**src/rtl/spf_pkg.sv**
```systemverilog
// ----------------------------------------------------------------------------
// spf_pkg
// Widths and constants shared by the specular-free pixel modules.
// ----------------------------------------------------------------------------
package spf_pkg;

   localparam int PIX_W      = 8;
   localparam int SUM_W      = 10;
   localparam int DCM_W      = 17;
   localparam int T1_W       = 19;
   localparam int THR_W      = 18;
   localparam int DIFF_SHIFT = 16;

   localparam logic [T1_W-1:0]  DCM_ONE  = T1_W'(65536);
   localparam logic [THR_W-1:0] THR_RESET = THR_W'(1);

   typedef logic [PIX_W-1:0] pix_type;

endpackage

```
**src/rtl/spf_chan.sv**
```systemverilog
// ----------------------------------------------------------------------------
// spf_chan
// Subtract the specular term from one channel, clamp and round half up.
// ----------------------------------------------------------------------------
module spf_chan #(
   parameter int FRAC_W = 16
) (
   input  spf_pkg::pix_type          ch,
   input  logic signed [FRAC_W+10:0] spec,
   output spf_pkg::pix_type          ch_out
);
   import spf_pkg::*;

   localparam int V_W = FRAC_W + 12;
   localparam logic signed [V_W-1:0] TOP  = V_W'(255) << FRAC_W;
   localparam logic signed [V_W-1:0] HALF = V_W'(1) << (FRAC_W - 1);

   logic signed [V_W-1:0] v;
   logic signed [V_W-1:0] clamped;
   logic signed [V_W-1:0] rounded;

   always_comb begin
      v = $signed({4'b0, ch, FRAC_W'(0)}) - V_W'(spec);
      priority if (v < 0) begin
         clamped = '0;
      end else if (v > TOP) begin
         clamped = TOP;
      end else begin
         clamped = v;
      end
      rounded = clamped + HALF;
      ch_out  = rounded[FRAC_W +: PIX_W];
   end

endmodule

```
**config.mk**
```make
export PLATFORM = sky130hd
export DESIGN_NAME = spf_chan
export DESIGN_NICKNAME = d
export VERILOG_FILES = /design/src/rtl/spf_pkg.sv /design/src/rtl/spf_chan.sv
export SDC_FILE = /design/constraint.sdc
export NUM_CORES = 1
export LEC_CHECK = 0
export BUFFER_PORTS_ARGS = -buffer_cell sky130_fd_sc_hd__clkbuf_2
export CAP_MARGIN = 0
export CORE_MARGIN = 2
export CORE_UTILIZATION = 35
export DETAILED_ROUTE_END_ITERATION = 10
export SYNTH_ARGS = -nofsm -noshare
export SYNTH_HDL_FRONTEND = slang
export SYNTH_SLANG_ARGS = --single-unit
```
**constraint.sdc**
```tcl
create_clock -name vclk -period 5.7
set_clock_uncertainty 0.05 [all_clocks]
set_input_delay 0.57 -clock vclk [all_inputs]
set_output_delay 0.57 -clock vclk [all_outputs]
set_load 0.05 [all_outputs]
```
# Word level (Yosys, flattened, before mapping)
# Index checks and enable logic that the tools add are counted.
# Widths: inputs -> output; s select.
[word_totals]
register_bits = 0
inputBits = 35
elab_cells = 6
[op_classes]
add_sub_neg = 2
n_lt_le_gt_ge = 2
mux = 2
[op_table]
columns = ["operator", "n"]
rows = [
  ["$mux 24", 2],
  ["$gt 28x25->1 const B", 1],
  ["$lt 28x1->1 const B", 1],
  ["$sub 25x27->28", 1],
  ["$add 24x17->24 const B", 1],
]

# Depth between registers and ports, before layout
[depth]
ltp_word = 5
ltp_mapped = 16

# Worst setup path after synthesis
# No wires, ideal clock.
[synth_timing]
kind = "input -> output"
from = "input spec[5]"
to = "output ch_out[5]"
arrival_time_ps = 4579
required_ps = 5080
setup_slack_ps = 501
stages = 14
n_path_buf = 1
path_cell_list = "or4_4 or4_4 buf_6 nor4_2 o21ai_1 nand2b_1 mux2_4 a41oi_4 and4bb_1 ha_1 nand2_1 nor2_1 nor3_1 a2111oi_2"
[synth_via]
elab_chain_cells = 5
[synth_rtl]
columns = ["item", "line", "rtl"]
rows = [
  ["from (decl)", "spf_chan.sv:9", "input logic signed [FRAC_W+10:0] spec,"],
  ["$sub 25x27->28 (*)", "spf_chan.sv:23", "v = $signed({4'b0, ch, FRAC_W'(0)}) - V_W'(spec);"],
  ["$gt 28x25->1", "spf_chan.sv:26", "end else if (v > TOP) begin"],
  ["$mux 24", "spf_chan.sv:26", ""],
  ["$mux 24 (*)", "spf_chan.sv:24", "priority if (v < 0) begin"],
  ["$add 24x17->24 (*)", "spf_chan.sv:31", "rounded = clamped + HALF;"],
  ["to (decl)", "spf_chan.sv:10", "output spf_pkg::pix_type ch_out"],
]
# Every way passes the cells marked *; elsewhere a longest branch is shown, timed or not.

# Worst setup path after layout
[layout_timing]
from = "input spec[12]"
to = "output ch_out[5]"
# The elaborated chain is that of the path after synthesis.

==> results by group <==
Synthesis
  • Post-Syn Area: 997 um2
  • Largest family of logic cells by synthesized area: compound AO/OA/AOI/OAI gates
  • Post-synthesis compound-gate area fraction: 32.6%
  • Synthesized net count: 182
  • Syn_area_per_cell: 7.23 um2
  • Library cells used by synthesis: 48
  • Adder and majority cell fraction of the synthesized area: 11.3%
  • Fraction of synthesized area in multiplexers: 4.52%
  • Post-Synth XOR/XNOR Area: 12.0%
  • Yosys top cell area share: 11.3%
  • Synth Area in Simple Gates: 30.4%
  • Synth area leaders: ha_1, a21oi_1, xor2_1, inv_1, nand2_1
  • Cells after synthesis: 138
  • Yosys warns: 0
  • Area leader, netlist: ha_1
  • Register area share after synthesis: 0%

Routing
  • DRC Markers: 0
  • First-pass detailed-route iteration total: 4
  • Final ANT Viol Nets: 0
  • Vias per cell: 5.62
  • 1st-iter DRT viols: 29
  • Total Wirelength: 2580 um
  • DR WL/cell: 12.7 um
  • Via count of the routed design: 1,147

Worst setup path
  • CP top delay family: simple AND/OR/NAND/NOR gates
  • Critical path depth: 15
  • CP bufs+invs: 2
  • Crit path from: spec[12]
  • Crit-path max cell delay: 610 ps
  • Crit path launch type: primary input
  • Top cell by count, worst path: clkbuf_2
  • Setup crit end: ch_out[5]
  • CP arrival: 4420 ps
  • Crit. End Element: primary output
  • Setup CP Type: in2out
  • Crit-path max FO: 7
  • Worst path required time: 5080 ps
  • Slowest CP cell: or4_4
  • Cell Chain, Critical Path: clkbuf_2, or4_1, or4_4, nor4_2, o21ai_1, nand2b_1, mux2_4, a41oi_4, and4bb_1, ha_1, nand2_1, nor2_1, nor3_1, a2111oi_2, clkbuf_2

Run
  • Max-cap check violation count: 0

Placement
  • GP Congestion: 0.827
  • DP HPWL: 2230 um
  • Pre-CTS worst setup slack: 677 ps
  • Buffers on Ports: 43

STA
  • Worst hold slack: 1800 ps
  • Tcrit/Tclk final: 88.4%
  • Max-slew headroom: 59.0%
  • Slew @ Worst Pin: 608 ps
  • Minimum clock period: 5040 ps
  • Final setup violation count: 0
  • Final TNS setup: 0 ps
  • Fmax: 199 MHz
  • RSZ-0062 raised after global routing: false
  • Post-layout worst setup margin: 663 ps
  • Hold Violations, Final: 0
  • Max Slew Vio Count: 0

Final layout
  • Most frequent cells in the layout: clkbuf_2, inv_1, a21oi_1, nand2_1
  • Clock buffers: 0
  • Commonest non-fill, non-tap cell in the layout: clkbuf_2
  • Fraction of layout cells with a size suffix above 1: 32.9%
  • # diodes: 0
  • Post-layout util: 44.2%
  • FF/Latch Area: 0 um2
  • Fillers: 273
  • Final net count: 219
  • Num sequential: 0
  • P&R area growth vs syn: 21.2%

Floorplan
  • Chip width: 57.4 um
  • Initial core utilization: 36.5%
  • Die height: 57.4 um
  • # IOs: 43
  • DIE AREA: 3290 um2
  • Core ar.: 2730 um2
  • Row count: 19

Clocking
  • # hold bufs at CTS: 0
  • Resize count post-CTS: 0
  • Post-CTS setup buffer count: 0

Global routing
  • First-pass GRT wire length: 4330 um
  • Largest net degree at the start of global routing: 14
  • Total gr overflow: 0
  • Vias in the first global route: 1,062
  • Initial antenna violation count: 0
  • Total GRT Usage: 15.6%

Power and ir drop
  • Power per Cell Area: 121 nW/um2
  • Peak VDD IR: 0.0749 mV
  • LEAKAGE: 0.584 nW

Run status
  • Status: completed

Worst hold path
  • Worst Hold Class: in2out
==> synthesized netlist by cell type, types with 4 or more instances <==
| cell | instances |
|---|---|
| a21oi_1 | 13 |
| clkbuf_1 | 5 |
| ha_1 | 9 |
| inv_1 | 13 |
| nand2_1 | 11 |
| nand4_1 | 6 |
| nor2_1 | 9 |
| o21ai_0 | 4 |
| xnor2_1 | 4 |
| xor2_1 | 6 |
==> metrics by stage <==
| stage | cells | instance area (um2) | power (mW) |
|---|---|---|---|
| after floorplan | 138 | 997 | 0.111 |
| after global placement | 204 | 1210 | 0.143 |
| after detailed placement | 204 | 1210 | 0.146 |
| after CTS | 204 | 1210 | 0.147 |
| after global routing | 204 | 1210 | 0.160 |
| final | 204 | 1210 | 0.146 |
==> how the worst min path moves through the flow <==
stage	startpoint	to	slack, ps	cells past startpoint
CTS	spec[25]	ch_out[6]	1800	6
detailed placement	spec[25]	ch_out[6]	1800	6
global route	spec[24]	ch_out[7]	1850	5
global placement	spec[24]	ch_out[5]	1780	5
floorplan	spec[24]	ch_out[5]	1550	3
finish	spec[24]	ch_out[5]	1800	5
==> routing by layer <==
layer	track usage [%]	share of wire, %	vias to the layer above
met2	31.2	52	36
met3	0.454	5.2	0
li1	-	-	593
met1	19.3	43	518
met5	0	0	-
met4	0	0	0
==> kinds of logic after synthesis <==
family,Yosys count
AO/OA/AOI/OAI,40
XOR/XNOR,12
adder cells (fa/ha/maj),9
buffers and inverters,21
multiplexers,4
AND/OR/NAND/NOR,52
==> area by class of cell <==
class | instances | area, um2 | area share [%]
inverter | 13 | 48.8 | 4.04
multi-input combinational | 117 | 906 | 74.9
tap | 31 | 38.8 | 3.21
timing repair buffer | 43 | 215 | 17.8
==> power by group <==
part	internal (mW)	total [mW]	switching, mW	leakage, nW
clock	0	0	0	0
sequential	0	0	0	0
combinational	0.0527	0.146	0.0935	0.584
No activity file was read; power rests on OpenSTA's default activity.
