===== config.mk =====
export PLATFORM = sky130hd
export DESIGN_NAME = spf_div
export DESIGN_NICKNAME = d
export VERILOG_FILES = /design/src/rtl/spf_div.sv
export SDC_FILE = /design/constraint.sdc
export NUM_CORES = 1
export LEC_CHECK = 0
export CAP_MARGIN = 10
export CORE_MARGIN = 1.5
export CORE_UTILIZATION = 55
export CTS_BUF_LIST = sky130_fd_sc_hd__clkbuf_8
export CTS_CLUSTER_SIZE = 14
export DETAILED_ROUTE_END_ITERATION = 8
export DONT_BUFFER_PORTS = 1
export PLACE_DENSITY_LB_ADDON = 0.1
export SYNTH_ARGS = -nofsm -noshare
export SYNTH_HDL_FRONTEND = slang
export SYNTH_SLANG_ARGS = --single-unit
export TNS_END_PERCENT = 100

===== constraint.sdc =====
create_clock -name clock -period 3.4 [get_ports clock]
set_clock_uncertainty 0.2 [all_clocks]
set_input_delay 0.51 -clock clock [delete_from_list [all_inputs] [get_ports clock]]
set_output_delay 0.51 -clock clock [all_outputs]
set_load 0.01 [all_outputs]

===== src/rtl/spf_div.sv =====
// ----------------------------------------------------------------------------
// spf_div
// Pipelined restoring divider, one quotient bit per stage, with sideband.
// ----------------------------------------------------------------------------
module spf_div #(
   parameter int NUM_W  = 24,
   parameter int DEN_W  = 10,
   parameter int SIDE_W = 8
) (
   input  logic              clock,
   input  logic              reset,
   input  logic              en,
   input  logic              in_valid,
   input  logic [NUM_W-1:0]  in_num,
   input  logic [DEN_W-1:0]  in_den,
   input  logic [SIDE_W-1:0] in_side,
   output logic              out_valid,
   output logic [NUM_W-1:0]  out_quo,
   output logic [SIDE_W-1:0] out_side
);

   logic              v_ff    [NUM_W];
   logic [DEN_W-1:0]  rem_ff  [NUM_W];
   logic [NUM_W-1:0]  num_ff  [NUM_W];
   logic [DEN_W-1:0]  den_ff  [NUM_W];
   logic [SIDE_W-1:0] side_ff [NUM_W];

   for (genvar k = 0; k < NUM_W; k++) begin : g_stage
      logic              v_s;
      logic [DEN_W-1:0]  rem_s;
      logic [NUM_W-1:0]  num_s;
      logic [DEN_W-1:0]  den_s;
      logic [SIDE_W-1:0] side_s;
      logic [DEN_W:0]    part;
      logic              ge;
      logic [DEN_W-1:0]  rem_in;
      logic [NUM_W-1:0]  num_in;

      if (k == 0) begin : g_first
         assign v_s    = in_valid;
         assign rem_s  = '0;
         assign num_s  = in_num;
         assign den_s  = in_den;
         assign side_s = in_side;
      end else begin : g_next
         assign v_s    = v_ff[k-1];
         assign rem_s  = rem_ff[k-1];
         assign num_s  = num_ff[k-1];
         assign den_s  = den_ff[k-1];
         assign side_s = side_ff[k-1];
      end

      always_comb begin
         part   = {rem_s, num_s[NUM_W-1]};
         ge     = part >= {1'b0, den_s};
         rem_in = ge ? DEN_W'(part - {1'b0, den_s}) : part[DEN_W-1:0];
         num_in = {num_s[NUM_W-2:0], ge};
      end

      always_ff @(posedge clock) begin
         if (reset) begin
            v_ff[k] <= 1'b0;
         end else if (en) begin
            v_ff[k] <= v_s;
         end
      end

      always_ff @(posedge clock) begin
         if (en) begin
            rem_ff[k]  <= rem_in;
            num_ff[k]  <= num_in;
            den_ff[k]  <= den_s;
            side_ff[k] <= side_s;
         end
      end
   end

   assign out_valid = v_ff[NUM_W-1];
   assign out_quo   = num_ff[NUM_W-1];
   assign out_side  = side_ff[NUM_W-1];

endmodule


-- After elaboration in Yosys (flattened, before gate mapping)
Memories as Yosys holds them, arrays and structs flattened.
Index checks and enable logic that the tools add are counted.
- register bits after elaboration: 0
- bits in writable memories: 1272
- input bits: 46
- output and inout bits: 33
- logic and storage cells: 131
- memories: 5
- memories (memory ; words ; width ; read ports ; clocked after Yosys merged registers in ; wr ports ; RTL line ; text):
    num_ff ; 24 ; 24 ; 24 ; 0 ; 24 ; 24 ; logic [NUM_W-1:0] num_ff [NUM_W];
    den_ff ; 24 ; 10 ; 23 ; 0 ; 24 ; 25 ; logic [DEN_W-1:0] den_ff [NUM_W];
    rem_ff ; 24 ; 10 ; 23 ; 0 ; 24 ; 23 ; logic [DEN_W-1:0] rem_ff [NUM_W];
    side_ff ; 24 ; 8 ; 24 ; 0 ; 24 ; 26 ; logic [SIDE_W-1:0] side_ff [NUM_W];
    v_ff ; 24 ; 1 ; 24 ; 0 ; 24 ; 22 ; logic v_ff [NUM_W];
- $add $sub $neg: 24
- magnitude comparators: 24
- multiplexer cells: 54
- bitwise operators: 24
- operator list (operator ; number):
    >= comparator 11 x 10 -> 1 bit ; 23
    2-to-1 mux 10 bit ; 24
    subtractor 10 bit ; 23
    2-to-1 mux 1 bit ; 30
    bitwise OR 1 bit ; 24
    >= comparator 1 x 10 -> 1 bit ; 1
    subtractor 1 x 10 -> 10 bit ; 1

-- Logic depth before layout (Yosys ltp)
- depth after elaboration: 4
- mapped depth: 9
- depth with buffers taken out: 9

-- Worst setup path before layout
Ideal clock, no wire load.
- path type: reg2reg
- from: memory num_ff[0][23]
- to: memory rem_ff[1][8], in the netlist rem_ff[0][18], data pin
- setup time: 260 ps
- data arrival time: 1992 ps
- required time: 2940 ps
- path slack: 947 ps
- stages on the path, launching flop included: 10
- path buffers: 0
- period minus slack after synthesis: 2453 ps
- cell sequence: edfxtp_1 inv_1 ha_1 inv_1 fa_1 a211oi_1 o21bai_1 a221oi_1 xnor2_1 mux2_4
- RTL lines (what ; RTL line):
    start, declared ; 24
    end, declared ; 23

==> flow_summary.html <==
<table>
<tr><th>Metric</th><th>Value</th></tr>
<tr><th colspan="2">Place</th></tr>
<tr><td>HPWL reported at the end of detailed placement</td><td>50,300 µm</td></tr>
<tr><td>Placed insts</td><td>around 4,200</td></tr>
<tr><td>Post-placement worst setup slack</td><td>0.577 ns</td></tr>
<tr><td>Port Buffer Count</td><td>0</td></tr>
<tr><td>Weighted congestion at the end of routability-driven global placement</td><td>0.866</td></tr>
<tr><th colspan="2">Finish</th></tr>
<tr><td>Most common cell after layout, fill and taps aside</td><td>sky130_fd_sc_hd__edfxtp_1</td></tr>
<tr><td>Share of layout cells above drive strength 1</td><td>13.5%</td></tr>
<tr><td>Final Net Count</td><td>3,552</td></tr>
<tr><td>Most frequent cells in the layout</td><td>1,252 x sky130_fd_sc_hd__edfxtp_1, 340 x sky130_fd_sc_hd__inv_1, 232 x sky130_fd_sc_hd__ha_1, 195 x sky130_fd_sc_hd__clkbuf_8, 120 x sky130_fd_sc_hd__a21oi_1</td></tr>
<tr><td>Syn-to-layout area delta</td><td>11.8%</td></tr>
<tr><td>Cell Count, Final, Fillers Out</td><td>4,656</td></tr>
<tr><td>Number of inserted filler cells in the final layout</td><td>between 6,000 and 7,000</td></tr>
<tr><th colspan="2">Global route</th></tr>
<tr><td>Remaining global-route overflow</td><td>0</td></tr>
<tr><td>Global routing usage summed across all routing layers</td><td>17.4%</td></tr>
<tr><td>Global-route wire length before repair</td><td>around 130,000 µm</td></tr>
<tr><td>Number of antenna violations at the first check in global routing</td><td>3</td></tr>
<tr><td>Number of global-route vias before repair</td><td>25,059</td></tr>
<tr><td>Largest net degree at the start of global routing</td><td>1,231</td></tr>
<tr><th colspan="2">Flow run</th></tr>
<tr><td>Max capacitance violation total</td><td>0</td></tr>
<tr><th colspan="2">Power</th></tr>
<tr><td>Leakage power</td><td>21.7 nW</td></tr>
<tr><td>Worst vdd rail ir drop</td><td>0.000504 V</td></tr>
<tr><td>Power density normalized to cell area</td><td>795 nW/µm²</td></tr>
<tr><td>Final Total Pwr</td><td>45.5 mW</td></tr>
<tr><th colspan="2">Drt</th></tr>
<tr><td>Initial detailed-routing violation count</td><td>1,405</td></tr>
<tr><td>Number of vias after detailed routing</td><td>24,513</td></tr>
<tr><td>Router iterations before antenna repair</td><td>7</td></tr>
<tr><td>Average via count per standard cell</td><td>5.26</td></tr>
<tr><td>Number of nets with antenna violations after detailed routing</td><td>0</td></tr>
<tr><td>Post-detailed-route wirelength per cell</td><td>17.4 µm</td></tr>
<tr><td>Number of remaining DRC errors</td><td>0</td></tr>
<tr><td>Routed wire length</td><td>81,000 µm</td></tr>
<tr><th colspan="2">Setup path</th></tr>
<tr><td>Most common cell type on the critical path</td><td>sky130_fd_sc_hd__buf_16</td></tr>
<tr><td>Arrival time at the worst endpoint</td><td>approximately 3.4 ns</td></tr>
<tr><td>Largest delay contributor family on the critical path</td><td>buffers and inverters</td></tr>
<tr><td>Crit path buf inv count</td><td>3</td></tr>
<tr><td>Worst path cell trace</td><td>buf_16 -&gt; buf_16 -&gt; nor2b_2 -&gt; and2_1 -&gt; dlygate4sd3_1</td></tr>
<tr><td>Setup Crit Path Kind</td><td>in -&gt; reg</td></tr>
<tr><td>Cell with the largest stage delay on the worst path</td><td>sky130_fd_sc_hd__nor2b_2</td></tr>
<tr><td>CP max stage delay</td><td>slightly below 0.7 ns</td></tr>
<tr><td>Maximum fanout along the worst path</td><td>approximately 200</td></tr>
<tr><td>Critical path capture point type</td><td>flop</td></tr>
<tr><td>Crit path launch type</td><td>input pin</td></tr>
<tr><td>Worst path required time</td><td>3.91 ns</td></tr>
<tr><th colspan="2">Clock network</th></tr>
<tr><td>Post-CTS Setup Repair Bufs</td><td>0</td></tr>
<tr><td>Hold buffer count at CTS</td><td>67</td></tr>
<tr><td>Cell at the root of the clock tree</td><td>sky130_fd_sc_hd__clkbuf_8</td></tr>
<tr><td>TritonCTS clock tree</td><td>yes</td></tr>
<tr><td>H-tree Lvls</td><td>4</td></tr>
<tr><td>Reg clk slew, reported paths</td><td>0.06 ns</td></tr>
<tr><td>Number of sinks driven by the clock tree</td><td>1,252</td></tr>
<tr><td>Longest Clk Path Bufs</td><td>3</td></tr>
<tr><td>CTS Buf Count</td><td>~190</td></tr>
<tr><td>Clk Latency, worst-skew pair</td><td>0.85 ns</td></tr>
<tr><th colspan="2">Logic synthesis</th></tr>
<tr><td>Synthesized area per cell</td><td>17.1 µm²</td></tr>
<tr><td>Register bit total from synthesis</td><td>1,252</td></tr>
<tr><td>Cell variety after synth</td><td>47</td></tr>
<tr><td>Warning count from the yosys run</td><td>0</td></tr>
<tr><td>Async SR Flop Fraction</td><td>0%</td></tr>
<tr><td>Synthesized cell area</td><td>51,200 µm²</td></tr>
<tr><td>EDFF count, synth</td><td>roughly 1,300</td></tr>
<tr><td>Sequential cell area fraction in the yosys report</td><td>73.4%</td></tr>
<tr><td>Cell count after synthesis</td><td>2,986</td></tr>
<tr><td>Dominant register cell in the synthesized netlist</td><td>sky130_fd_sc_hd__edfxtp_1</td></tr>
<tr><td>Number of nets in the synthesized netlist</td><td>3,286</td></tr>
<tr><th colspan="2">Die</th></tr>
<tr><td>Total Die Area</td><td>94,900 µm²</td></tr>
<tr><td>Std cell rows</td><td>111</td></tr>
<tr><td>Die Wd</td><td>308 µm</td></tr>
<tr><td>Initial core utilization</td><td>55.7%</td></tr>
<tr><td>Die height</td><td>308 µm</td></tr>
<tr><td>Floorplan Core Area</td><td>91,900 µm²</td></tr>
<tr><td>I/O Pins</td><td>79</td></tr>
<tr><th colspan="2">Worst hold path</th></tr>
<tr><td>Min-Delay Path Class</td><td>in -&gt; reg</td></tr>
<tr><th colspan="2">Timing</th></tr>
<tr><td>Setup TNS Final</td><td>0 ns</td></tr>
<tr><td>Unrepaired setup endpoints after global routing</td><td>no</td></tr>
<tr><td>Transition time of the tightest slew-check pin</td><td>~1.1 ns</td></tr>
<tr><td>Final setup violation count</td><td>0</td></tr>
<tr><td>Final-report hold violation count</td><td>190</td></tr>
<tr><td>Fin. max-slew vios</td><td>0</td></tr>
<tr><td>Peak clock frequency supported by timing</td><td>0.346 GHz</td></tr>
<tr><td>Time the worst path needs with I/O delays and setup</td><td>about 2.9 ns</td></tr>
<tr><td>Smallest hold slack</td><td>-0.420 ns</td></tr>
<tr><td>Part of the cycle the worst path needs</td><td>85.1%</td></tr>
<tr><td>Final critical-path setup slack</td><td>0.506 ns</td></tr>
<tr><td>Slew headroom</td><td>24.7%</td></tr>
<tr><th colspan="2">Status</th></tr>
<tr><td>Violated checks</td><td>negative hold slack</td></tr>
<tr><td>Outcome</td><td>finished, violations left</td></tr>
</table>
layout make-up:
cell class / count / area [µm²] / share of cell area [%]
Tap cell: 1243 / 1560 / 2.72
Multi-Input combinational cell: 1431 / 12400 / 21.7
Inverter: 300 / 1160 / 2.02
Clock buffer: 195 / 2680 / 4.69
Antenna cell: 2 / 5.00 / 0.00874
Sequential cell: 1252 / 37600 / 65.7
Clock inverter: 160 / 972 / 1.70
Timing Repair Buffer: 73 / 833 / 1.46
power by group:
part / internal (mW) / switching, mW
clock network: 6.02 / 5.69
logic: 6.15 / 6.35
registers: 20.1 / 1.17
total: 32.3 / 13.2
worst reg2reg max path, cell delays in order (launching register included):
cell	delay, ns
sky130_fd_sc_hd__edfxtp_1	0.46
sky130_fd_sc_hd__ha_1	0.20
sky130_fd_sc_hd__inv_1	0.05
sky130_fd_sc_hd__fa_1	0.42
sky130_fd_sc_hd__a211oi_1	0.26
sky130_fd_sc_hd__o21bai_1	0.15
sky130_fd_sc_hd__a221oi_1	0.38
sky130_fd_sc_hd__xnor2_1	0.11
sky130_fd_sc_hd__mux2_1	0.31
sequential cells by signal, summed over array words and instances, names as in the netlist:
register / cells
rem_ff: 230
v_ff: 24
side_ff: 192
num_ff: 576
den_ff: 230
timing repair:
action,in CTS,in global routing
endpoints found under the hold margin,984,190
resized for setup,0,1
endpoints found under the setup margin,0,1
path summary, 6_finish.rpt:
path / cells after the start / startpoint / to / slack, ns
setup / recovery: 5 / en / v_ff[0][0] / 0.51
setup reg to reg: 8 / den_ff[0][40] / rem_ff[0][58] / 0.59
hold reg to reg: 0 / num_ff[1][34] / num_ff[1][59] / 0.21
hold / removal: 0 / en / num_ff[0][6] / -0.42
metal layers:
metal / GRT usage, % / up-vias / routed length [µm]
met3: 3.89 / 180 / 3200
met2: 27.6 / 433 / 38400
met1: 23.7 / 11947 / 37300
met5: 0 / - / 0
met4: 6.80 / 0 / 2130
li1: - / 11953 / -
stage by stage:
step	util, %	cell area, µm²
2_1_floorplan	-	51200
3_3_place_gp	57.4	52700
3_5_place_dp	57.4	52700
4_1_cts	62.1	57100
5_1_grt	62.3	57200
6_report	62.3	57200
cells by family (layout without fill, tap and decap cells):
group	Yosys count	count (layout)	synth area share, %
compound gates	437	437	6.15
xor+xnor	154	154	2.63
fa+ha+maj	254	254	6.53
buf+inv	303	728	2.29
flops	1252	1252	73.4
mux	198	198	4.97
other cells	0	2	0
simple gates	388	388	3.99
Yosys cell counts, types with 23 or more instances:
library cell               instances  area, µm²
sky130_fd_sc_hd__mux2_1           64        721
sky130_fd_sc_hd__xor2_1           44        385
sky130_fd_sc_hd__inv_1           277       1040
sky130_fd_sc_hd__xnor2_1         110        963
sky130_fd_sc_hd__nor2_1           67        251
sky130_fd_sc_hd__o31ai_1          23        173
sky130_fd_sc_hd__nand2_1          99        372
sky130_fd_sc_hd__a21oi_1         120        601
sky130_fd_sc_hd__o211ai_1         23        173
sky130_fd_sc_hd__nand3_1          34        170
sky130_fd_sc_hd__mux2_4           91       1370
sky130_fd_sc_hd__o21a_1           26        195
sky130_fd_sc_hd__o21ai_0          45        225
sky130_fd_sc_hd__ha_1            232       2900
sky130_fd_sc_hd__a21o_1           48        360
sky130_fd_sc_hd__nor4_1           46        288
sky130_fd_sc_hd__edfxtp_1       1252      37600
sky130_fd_sc_hd__a211oi_1         23        173
sky130_fd_sc_hd__and2_1           25        156
sky130_fd_sc_hd__nor2b_1          25        156
Note: power is estimated with default switching activity, not from simulation.
